$ cat config.mk
export PLATFORM = sky130hd
export DESIGN_NAME = mf3_queue
export DESIGN_NICKNAME = d
export VERILOG_FILES = /design/src/rtl/core/mf3_pkg.sv /design/src/rtl/core/mf3_queue.sv
export SDC_FILE = /design/constraint.sdc
export NUM_CORES = 1
export LEC_CHECK = 0
export BUFFER_PORTS_ARGS = -buffer_cell sky130_fd_sc_hd__buf_2
export CORE_MARGIN = 4
export CORE_UTILIZATION = 50
export DETAILED_ROUTE_END_ITERATION = 10
export PLACE_DENSITY = 0.71
export SLEW_MARGIN = 20
export SYNTH_ARGS = -nofsm -noshare
export SYNTH_HDL_FRONTEND = slang
export SYNTH_SLANG_ARGS = --single-unit
$ cat constraint.sdc
create_clock -name i_clk -period 3.65 [get_ports i_clk]
set_input_delay 0.73 -clock i_clk [delete_from_list [all_inputs] [get_ports i_clk]]
set_output_delay 0.73 -clock i_clk [all_outputs]
set_load 0.01 [all_outputs]
$ cat src/rtl/core/mf3_pkg.sv
`timescale 1ns / 1ps

package mf3_pkg;

    localparam int PIX_W            = 8;
    localparam int WIN_N            = 9;
    localparam int FW_W             = 11;
    localparam int FH_W             = 12;
    localparam int CFG_IDX_W        = 1;
    localparam int CFG_DATA_W       = 12;

    localparam int MAX_WIDTH_DEF    = 1024;
    localparam int Q_DEPTH_DEF      = 4;

    localparam logic [FW_W-1:0] DEF_FRAME_WIDTH  = FW_W'(640);
    localparam logic [FH_W-1:0] DEF_FRAME_HEIGHT = FH_W'(480);

    localparam logic [CFG_IDX_W-1:0] CFG_FRAME_WIDTH  = 1'b0;
    localparam logic [CFG_IDX_W-1:0] CFG_FRAME_HEIGHT = 1'b1;

    localparam logic KIND_PIXEL = 1'b0;
    localparam logic KIND_FLUSH = 1'b1;

    typedef logic [2:0][PIX_W-1:0] t_tri;

    // Nine neighborhood values after edge replication, row major, plus the end of frame flag.
    typedef struct packed {
        logic [WIN_N-1:0][PIX_W-1:0] pix;
        logic                        last;
    } t_win_item;

endpackage

$ cat src/rtl/core/mf3_queue.sv
`timescale 1ns / 1ps

module mf3_queue #(
    parameter int DEPTH = mf3_pkg::Q_DEPTH_DEF
) (
    input  logic                        i_clk,
    input  logic                        i_rst_n,
    input  logic                        i_push,
    input  mf3_pkg::t_win_item          i_push_item,
    input  logic                        i_pop,
    output mf3_pkg::t_win_item          o_item,
    output logic                        o_empty,
    output logic [$clog2(DEPTH+1)-1:0]  o_count
);

    localparam int PW = $clog2(DEPTH);
    localparam int NW = $clog2(DEPTH+1);

    mf3_pkg::t_win_item r_slots [DEPTH];
    logic [PW-1:0] r_wr_ptr, n_wr_ptr;
    logic [PW-1:0] r_rd_ptr, n_rd_ptr;
    logic [NW-1:0] r_count, n_count;

    always_comb begin
        n_wr_ptr = r_wr_ptr;
        n_rd_ptr = r_rd_ptr;
        n_count  = r_count;
        if (i_push) begin
            n_wr_ptr = (r_wr_ptr == PW'(DEPTH-1)) ? '0 : r_wr_ptr + PW'(1);
        end
        if (i_pop) begin
            n_rd_ptr = (r_rd_ptr == PW'(DEPTH-1)) ? '0 : r_rd_ptr + PW'(1);
        end
        if (i_push && !i_pop) begin
            n_count = r_count + NW'(1);
        end else if (i_pop && !i_push) begin
            n_count = r_count - NW'(1);
        end
    end

    always_ff @(posedge i_clk) begin
        if (!i_rst_n) begin
            r_wr_ptr <= '0;
            r_rd_ptr <= '0;
            r_count  <= '0;
        end else begin
            r_wr_ptr <= n_wr_ptr;
            r_rd_ptr <= n_rd_ptr;
            r_count  <= n_count;
        end
    end

    always_ff @(posedge i_clk) begin
        if (i_push) begin
            r_slots[r_wr_ptr] <= i_push_item;
        end
    end

    assign o_item  = r_slots[r_rd_ptr];
    assign o_empty = (r_count == '0);
    assign o_count = r_count;

    a_no_overflow: assert property (@(posedge i_clk) disable iff (!i_rst_n)
        i_push |-> (r_count != NW'(DEPTH)))
        else $error("queue written while full");

    a_no_underflow: assert property (@(posedge i_clk) disable iff (!i_rst_n)
        i_pop |-> (r_count != '0))
        else $error("queue read while empty");

    a_count_up: assert property (@(posedge i_clk) disable iff (!i_rst_n)
        (i_push && !i_pop) |=> (r_count == $past(r_count) + NW'(1)))
        else $error("queue count did not follow a lone write");

endmodule

==> impl_metrics.env <==
export IMPL_cts_repair_resized=0
export IMPL_die_w_um=157
export IMPL_antenna_left=0
export IMPL_antenna_cells=0
export IMPL_synth_ff_type="edfxtp_1"
export IMPL_worstSetupPathType="flop to output port"
export IMPL_drive_above_1_share=0.447
export IMPL_synthCells=424
export IMPL_arrival_ns=2.17
export IMPL_tightest_slew_ns=0.712
export IMPL_dpl_instance_area_um2=12100
export IMPL_cp_required_ns=2.92
export IMPL_cp_end_kind="output port"
export IMPL_firstDrtPassIters=4
export IMPL_p_leak_uw=0.00437
export IMPL_finalClockSkew_ns=0.00990
export IMPL_avgRoutedWirePerCell_um=21.7
export IMPL_grtUsageTotal=0.159
export IMPL_antenna_found_initial=0
export IMPL_stdcell_area_um2=13000
export IMPL_grt_pass1_wl_um=30100
export IMPL_die_area_um2=24600
export IMPL_start_util=0.508
export IMPL_slew_viol_final=0
export IMPL_max_slew_margin=0.525
export IMPL_critical_path_max_stage_delay_ns=0.61
export IMPL_area_delta_synth_final_pct=17.3
export IMPL_grt_max_degree=51
export IMPL_hold_buffers=0
export IMPL_synth_most_common_cell="edfxtp_1"
export IMPL_yosys_top_cells_area="edfxtp_1 79%, mux4_2 15%, dfxtp_1 1.6%, buf_12 1.3%, ha_1 0.68%"
export IMPL_ys_warn_count=0
export IMPL_n_fill_cell=1549
export IMPL_synth_edf_count=292
export IMPL_cts_tree="done"
export IMPL_max_vdd_ir_drop_mv=0.498
export IMPL_cts_root_buffer="clkbuf_16"
export IMPL_cts_path_max_buffers=3
export IMPL_power_density_nw_per_um2=563
export IMPL_pin_count=154
export IMPL_io_buffers=153
export IMPL_post_cts_buffers=0
export IMPL_clkSlewWorstSetupHoldPaths_ns=0.06
export IMPL_row_count=54
export IMPL_synth_common_cells="292 x edfxtp_1, 72 x mux4_2, 9 x dfxtp_1"
export IMPL_clock_sinks=301
export IMPL_clock_latency_ns=0.52
export IMPL_crit_path_start_kind="flop"
export IMPL_dr_total_vias=4888
export IMPL_path_max_fanout=32
export IMPL_outcome="completed"
export IMPL_rsz0062_at_grt="false"
export IMPL_grt_pass1_vias=5378
export IMPL_fin_crit_sh=0.796
export IMPL_drc=0
export IMPL_gr_total_overflow=0
export IMPL_yosys_area_top_type_share=0.793
export IMPL_finalSetupTns_ns=0
export IMPL_synthesis_area_um2=11100
export IMPL_setup_violations=0
export IMPL_yosysSeqAreaShare=0.809
export IMPL_avgSynthCellArea_um2=26.1
export IMPL_drv_cap=0
export IMPL_cts_buffers=29
export IMPL_h_tree_depth=1
export IMPL_cp_slowest_cell="mux4_2"
export IMPL_routabilityCongestion=0.720
export IMPL_synth_cell_types=22
export IMPL_nets=684
export IMPL_hold_ws_ns=0.424
export IMPL_vias_per_cell=5.44
export IMPL_cp_cell_sequence="buf_4, mux4_2, buf_2"
export IMPL_period_needed_ns=2.90
export IMPL_wl_um=19500
export IMPL_async_flop_share=0
export IMPL_synth_nets=508
export IMPL_hold_viol=0
export IMPL_first_iter_violations=281
export IMPL_synth_seq_cells=301
export IMPL_yosysTopAreaCell="edfxtp_1"
export IMPL_place_hpwl_um=11900
export IMPL_max_freq_mhz=344
export IMPL_die_y_um=157
export IMPL_core_um2=21800
export IMPL_min_path_type="input port to flop"
worst paths after layout:
kind	from	slack, ns	to	cells past startpoint
worst max register to register	r_wr_ptr[0]	1.66	r_slots[0][41]	4
worst max-delay path	flop	0.75	o_item[42]	3
worst min-delay path	i_push_item[16]	0.42	r_slots[2][16]	1
worst min register to register	o_count[2]	0.54	o_count[2]	2
state kept, by name, summed over array words and instances, names as in the netlist, named ones only:
| signal | flops |
|---|---|
| r_wr_ptr | 2 |
| o_count | 3 |
| r_rd_ptr | 2 |
| r_slots | 292 |
per-layer routing:
layer	up-vias	routed length, um	track usage
li1	2164	-	-
met1	2550	7800	0.208
met2	150	10000	0.274
met3	24	1330	0.0382
met4	0	309	0.0372
met5	-	0	0
critical path, delay by kind of cell, from the launching register on:
kind | cells | cell delay, ns
buffers and inverters | 2 | 0.67
DFF | 1 | 0.36
muxes | 1 | 0.61
cells in the final DEF (no fill, tap or decap):
master / instances
a21boi_0: 1
and2_1: 1
and2_4: 4
buf_12: 5
buf_2: 153
buf_4: 3
bufinv_16: 1
clkbuf_1: 7
clkbuf_16: 29
clkinv_1: 5
clkinv_2: 4
clkinv_4: 2
clkinvlp_4: 1
dfxtp_1: 7
dfxtp_4: 2
edfxtp_1: 292
fa_1: 1
ha_1: 6
inv_1: 4
mux2i_1: 4
mux4_1: 1
mux4_2: 72
nor2_1: 1
nor2b_1: 5
nor3_1: 2
o21a_1: 1
o21ai_0: 1
or3_1: 1
xnor2_1: 1
xor2_1: 1
logic make-up (layout without fill, tap and decap cells):
family                   after synthesis  count (layout)  share of synthesized area
AO/OA/AOI/OAI                          3               3                    0.00181
XOR/XNOR                               2               2                    0.00158
adder cells (fa/ha/maj)                7               7                    0.00860
buffers and inverters                 20             214                     0.0187
flip-flops                           301             301                      0.809
multiplexers                          77              77                      0.153
AND/OR/NAND/NOR                       14              14                    0.00747
cell type report:
type                            count  area (um^2)  area share
Sequential cell                   301         8960       0.691
Multi-Input combinational cell    103         1910       0.148
Timing Repair Buffer              161          888      0.0685
Clock buffer                       36          752      0.0580
Tap cell                          280          350      0.0270
Clock inverter                     13         93.8     0.00724
Inverter                            4         15.0     0.00116
metrics by stage:
step	instances	power [uW]	utilization	setup WS (ns)
6_report	898	7300	0.596	0.745
5_1_grt	898	7580	0.596	0.590
4_1_cts	898	7390	0.596	0.666
3_5_place_dp	849	4730	0.557	1.23
3_3_place_gp	849	4700	0.557	1.25
2_1_floorplan	424	4460	-	0.774
power by group:
group          leakage, uW  switching, uW  total, uW  internal, uW
Clock             0.000412           1130       2650          1520
Sequential         0.00276           49.2       4010          3960
Combinational      0.00120            341        636           295
Total              0.00437           1520       7300          5770
(Power assumes the default switching activity.)
