[src/rtl/core/mf3_pkg.sv]
`timescale 1ns / 1ps

package mf3_pkg;

    localparam int PIX_W            = 8;
    localparam int WIN_N            = 9;
    localparam int FW_W             = 11;
    localparam int FH_W             = 12;
    localparam int CFG_IDX_W        = 1;
    localparam int CFG_DATA_W       = 12;

    localparam int MAX_WIDTH_DEF    = 1024;
    localparam int Q_DEPTH_DEF      = 4;

    localparam logic [FW_W-1:0] DEF_FRAME_WIDTH  = FW_W'(640);
    localparam logic [FH_W-1:0] DEF_FRAME_HEIGHT = FH_W'(480);

    localparam logic [CFG_IDX_W-1:0] CFG_FRAME_WIDTH  = 1'b0;
    localparam logic [CFG_IDX_W-1:0] CFG_FRAME_HEIGHT = 1'b1;

    localparam logic KIND_PIXEL = 1'b0;
    localparam logic KIND_FLUSH = 1'b1;

    typedef logic [2:0][PIX_W-1:0] t_tri;

    // Nine neighborhood values after edge replication, row major, plus the end of frame flag.
    typedef struct packed {
        logic [WIN_N-1:0][PIX_W-1:0] pix;
        logic                        last;
    } t_win_item;

endpackage

[src/rtl/core/mf3_back.sv]
`timescale 1ns / 1ps

module mf3_back (
    input  logic                       i_clk,
    input  logic                       i_rst_n,
    input  mf3_pkg::t_win_item         i_item,
    input  logic                       i_empty,
    output logic                       o_pop,
    output logic                       o_valid,
    input  logic                       i_ready,
    output logic [mf3_pkg::PIX_W-1:0]  o_median,
    output logic                       o_last
);

    localparam int PW = mf3_pkg::PIX_W;

    function automatic mf3_pkg::t_tri sort3(input logic [PW-1:0] a, input logic [PW-1:0] b,
                                            input logic [PW-1:0] c);
        logic [PW-1:0] lo1, hi1, t;
        mf3_pkg::t_tri s;
        lo1  = (a < b) ? a : b;
        hi1  = (a < b) ? b : a;
        s[0] = (lo1 < c) ? lo1 : c;
        t    = (lo1 < c) ? c : lo1;
        s[1] = (t < hi1) ? t : hi1;
        s[2] = (t < hi1) ? hi1 : t;
        return s;
    endfunction

    logic                  en;
    logic                  r_b1_valid;
    mf3_pkg::t_tri [2:0]   r_b1_rows;
    logic                  r_b1_last;
    logic                  r_b2_valid;
    mf3_pkg::t_tri         r_b2_cand;
    logic                  r_b2_last;
    logic                  r_out_valid;
    logic [PW-1:0]         r_out_med;
    logic                  r_out_last;

    mf3_pkg::t_tri         lows, mids, highs;
    mf3_pkg::t_tri         s_lo, s_mid, s_hi, s_fin;

    assign en    = !r_out_valid || i_ready;
    assign o_pop = en && !i_empty;

    always_comb begin
        for (int r = 0; r < 3; r++) begin
            lows[r]  = r_b1_rows[r][0];
            mids[r]  = r_b1_rows[r][1];
            highs[r] = r_b1_rows[r][2];
        end
        s_lo  = sort3(lows[0], lows[1], lows[2]);
        s_mid = sort3(mids[0], mids[1], mids[2]);
        s_hi  = sort3(highs[0], highs[1], highs[2]);
        s_fin = sort3(r_b2_cand[0], r_b2_cand[1], r_b2_cand[2]);
    end

    always_ff @(posedge i_clk) begin
        if (!i_rst_n) begin
            r_b1_valid  <= 1'b0;
            r_b2_valid  <= 1'b0;
            r_out_valid <= 1'b0;
        end else if (en) begin
            r_b1_valid  <= !i_empty;
            r_b2_valid  <= r_b1_valid;
            r_out_valid <= r_b2_valid;
        end
    end

    always_ff @(posedge i_clk) begin
        if (en) begin
            for (int r = 0; r < 3; r++) begin
                r_b1_rows[r] <= sort3(i_item.pix[r*3], i_item.pix[r*3+1], i_item.pix[r*3+2]);
            end
            r_b1_last    <= i_item.last;
            // Largest of the row minima, median of the row medians, smallest of the row maxima.
            r_b2_cand[0] <= s_lo[2];
            r_b2_cand[1] <= s_mid[1];
            r_b2_cand[2] <= s_hi[0];
            r_b2_last    <= r_b1_last;
            r_out_med    <= s_fin[1];
            r_out_last   <= r_b2_last;
        end
    end

    assign o_valid  = r_out_valid;
    assign o_median = r_out_med;
    assign o_last   = r_out_last;

endmodule

[config.mk]
export PLATFORM = sky130hd
export DESIGN_NAME = mf3_back
export DESIGN_NICKNAME = d
export VERILOG_FILES = /design/src/rtl/core/mf3_pkg.sv /design/src/rtl/core/mf3_back.sv
export SDC_FILE = /design/constraint.sdc
export NUM_CORES = 1
export LEC_CHECK = 0
export BUFFER_PORTS_ARGS = -buffer_cell sky130_fd_sc_hd__buf_2
export CAP_MARGIN = 5
export CORE_MARGIN = 2
export CORE_UTILIZATION = 62
export DETAILED_ROUTE_END_ITERATION = 10
export PLACE_DENSITY = 0.85
export SYNTH_ARGS = -nofsm -noshare
export SYNTH_HDL_FRONTEND = slang
export SYNTH_SLANG_ARGS = --single-unit
[constraint.sdc]
create_clock -name i_clk -period 7.8 [get_ports i_clk]
set_clock_uncertainty 0.2 [all_clocks]
set_input_delay 1.56 -clock i_clk [delete_from_list [all_inputs] [get_ports i_clk]]
set_output_delay 1.56 -clock i_clk [all_outputs]
set_load 0.02 [all_outputs]
==> key figures <==
Status
  • Outcome: complete, no violations

Global route
  • Initial antenna violation count: 0
  • Total track usage: 28.6%
  • Largest net degree at the start of global routing: between 50 and 60
  • Global-route wire length before repair: 40200 microns
  • Vias in the first global route: 8303
  • Gr ovfl total: 0

Yosys
  • Leading post-synthesis cells by cell area: edfxtp_1 (32%), ha_1 (17%), mux2i_1 (9.1%), inv_1 (5.8%), a21oi_1 (5.2%)
  • EDFF count, synth: 107
  • Main combinational cell family by area after synthesis: compound AO/OA/AOI/OAI gates
  • Register area share after synthesis: 32.2%
  • Post-synth top area share: between 30% and 40%
  • Main synth FF type: edfxtp_1
  • Ys Warns: 0
  • Post-Syn Instances: 1134
  • Adder-cell area share of the yosys netlist: approximately 17%
  • Post-synthesis mux area share: 12.7%
  • XOR/XNOR share of the synthesized area: 0%
  • Netlist cell types: 69
  • Syn_nets: 1351
  • Seq cells post-synth: 110
  • Synth Area in Compound Gates: a little under a fifth
  • Async SR Flop Fraction: 0%
  • Area share of and/or/nand/nor cells after synthesis: 12.1%
  • Synthesized area: 10200 sq um
  • Dominant cell type by area after synthesis: edfxtp_1
  • Synth Area per Inst: 8.98 sq um

Clock tree
  • CTS tree: yes
  • Root Buffer: clkbuf_16
  • Clock sinks: between 100 and 150
  • Clk slew on worst S/H paths: 70 ps
  • H-tree depth: 3
  • Clock latency on the worst-skew pair: roughly 360 ps
  • CTS Buf Count: 9
  • Max Root-Sink Buffers: 2
  • Resize count post-CTS: 0
  • Setup bufs post-CTS: 0
  • Post-CTS Hold Buffers: 0

Placed design
  • Post-DP HPWL: slightly below 20000 microns
  • Port Buffer Count: 87
  • GP Congestion: approximately 0.95

Critical path
  • CP required: slightly below 8000 ps
  • Worst setup EP type: flop
  • Critical Path Fanout Max: 16
  • R2R Setup Slk: a little under 1000 ps
  • Reg2Reg Depth: 24
  • R2r startpoint: mids[1]$_DFFE_PN_
  • Critical path data arrival time: 7250 ps
  • Reg2reg end: r_b2_cand[8]$_DFFE_PN_
  • CP startpoint kind: input port
  • Crit Path Class: in2reg

STA
  • Max-Slew Margin vs Limit: 37.9%
  • Worst hold margin: 223 ps
  • Final period util: 93.8%
  • Final setup fails: 0
  • Slew Limit Fails: 0
  • Fmax: between 0.1 and 0.15 GHz
  • Final hold vios: 0
  • Unrepaired setup endpoints after global routing: no
  • Setup TNS: 0 ps
  • Min Clock Period, post-route: 7320 ps
  • Worst-margin pin slew: 929 ps

Route
  • Drt wl/cell: 17.1 microns
  • Vias/cell: 6.08
  • First-pass detailed-route iteration total: 5
  • # DRC: 0
  • Iter 0 DRT Violations: roughly 650
  • Routed Antenna Nets: 0
  • Total number of vias: 8773
  • WL final: 24700 microns

Hold path
  • Worst hold start: r_b2_last$_DFFE_PN_
  • Worst Hold Class: reg2reg
  • Cell count of the worst hold path: 0
  • Hold Crit Endpoint: o_last$_DFFE_PN_

Cells and area
  • Share of cells above drive strength 1: 14.5%
  • Syn-to-layout area delta: 10.6%
  • Post-route core utilization: ~71%
  • Nets: between 1000 and 1500
  • Ant diodes: 0

Run
  • Max_cap viols: 0

Floorplan
  • I/O Pins: 88
  • Core Area: 15900 sq um
  • Die height: 132 microns
  • Die ar.: 17500 sq um
  • Row cnt: 46
  • Initial Util: 63.8%
  • Die width: 132 microns
-- cell usage after synthesis, drive strengths merged, types with 16 or more instances --
| master | count |
|---|---|
| a21o | 19 |
| edfxtp | 107 |
| inv | 156 |
| nor3 | 16 |
| nand2 | 74 |
| nor2 | 107 |
| a21oi | 109 |
| mux2i | 93 |
| o21ai | 71 |
| buf | 19 |
| ha | 140 |
| mux2 | 32 |
-- cell families after synthesis --
group,count (synthesis)
compound gates,297
fa+ha+maj,140
mux,125
buf+inv,190
simple gates,272
flops,110
-- state kept, by name (all words and copies together) (netlist names) --
name / cells
highs: 24
lows: 24
mids: 24
r_b2_cand: 24
o_median: 8
o_last: 1
o_valid: 1
r_b1_last: 1
r_b1_valid: 1
r_b2_last: 1
r_b2_valid: 1
-- area by class of cell --
type	instances	area, sq um
multi-input combinational	834	6180
clock inverter	6	68.8
timing repair buffer	111	641
inverter	157	592
tap	216	270
sequential	110	3270
clock buffer	9	225
fill	1211	4690
-- worst max-delay path, stage by stage --
cell and delay, ps:
buf_2 90, inv_1 50, ha_1 280, a21o_1 110, a21oi_1 60, o21ai_1 230
o22a_1 540, mux2_2 440, ha_1 300, o21ai_0 100, a21oi_1 240, o21a_1 160
nor3_1 70, a21oi_2 510, mux2i_1 440, inv_1 100, ha_1 320, a21oi_1 150
nor2_1 50, nor2_1 80, nand2_1 90, nor3_1 310, a31o_2 520, mux2i_1 440
-- metrics by stage --
stage / instances / instance area (sq um) / worst slack [ps]
floorplan: 1134 / 10200 / 780
global placement: 1427 / 11000 / 388
detailed placement: 1427 / 11000 / 300
CTS: 1442 / 11200 / 615
global route: 1443 / 11300 / 38.7
finish: 1443 / 11300 / 480
-- layout by cell type (no fill, tap or decap), types with 3 or more instances in the layout --
cell type  count
a211o_1        9
a211oi_1      12
a21o_1        19
a21oi_1      106
a221oi_1       3
and2_1         4
and3_1         5
buf_2         87
buf_4         22
clkbuf_16      9
dfxtp_1        3
edfxtp_1     107
ha_1         140
inv_1        155
inv_6          3
mux2_2        31
mux2i_1       93
nand2_1       74
nand2b_1      12
nand3_1       13
nand3b_1       3
nand4_1       13
nor2_1       107
nor2b_1       13
nor3_1        16
nor3b_1        4
o2111ai_1      3
o211ai_1       9
o21a_1        12
o21ai_0       68
o21ai_1        3
o21bai_1       3
o221ai_1       3
o22ai_1        9
o31ai_1        3
or2_2          3
-- routing by layer --
metal / global-route usage (%) / part of all wire, % / vias to the layer above
li1: - / - / 4295
met1: 35.8 / 42 / 4092
met2: 49.5 / 48 / 335
met3: 5.31 / 7.0 / 51
met4: 10.1 / 2.8 / 0
met5: 0 / 0 / -
-- worst max path at each step --
| stage | from | to | slack [ps] |
|---|---|---|---|
| global route | i_item[63] | mids[20]$_DFFE_PN_ | 40 |
| finish | i_item[58] | mids[20]$_DFFE_PN_ | 480 |
| detailed placement | i_item[58] | mids[20]$_DFFE_PN_ | 300 |
| global placement | i_item[40] | mids[15]$_DFFE_PN_ | 390 |
| CTS | i_item[34] | mids[15]$_DFFE_PN_ | 610 |
| floorplan | i_item[11] | highs[6]$_DFFE_PN_ | 780 |
Power is left out: the tool's default activity adds up to more than one toggle a clock period on the data nets, which glitch-free logic cannot reach.
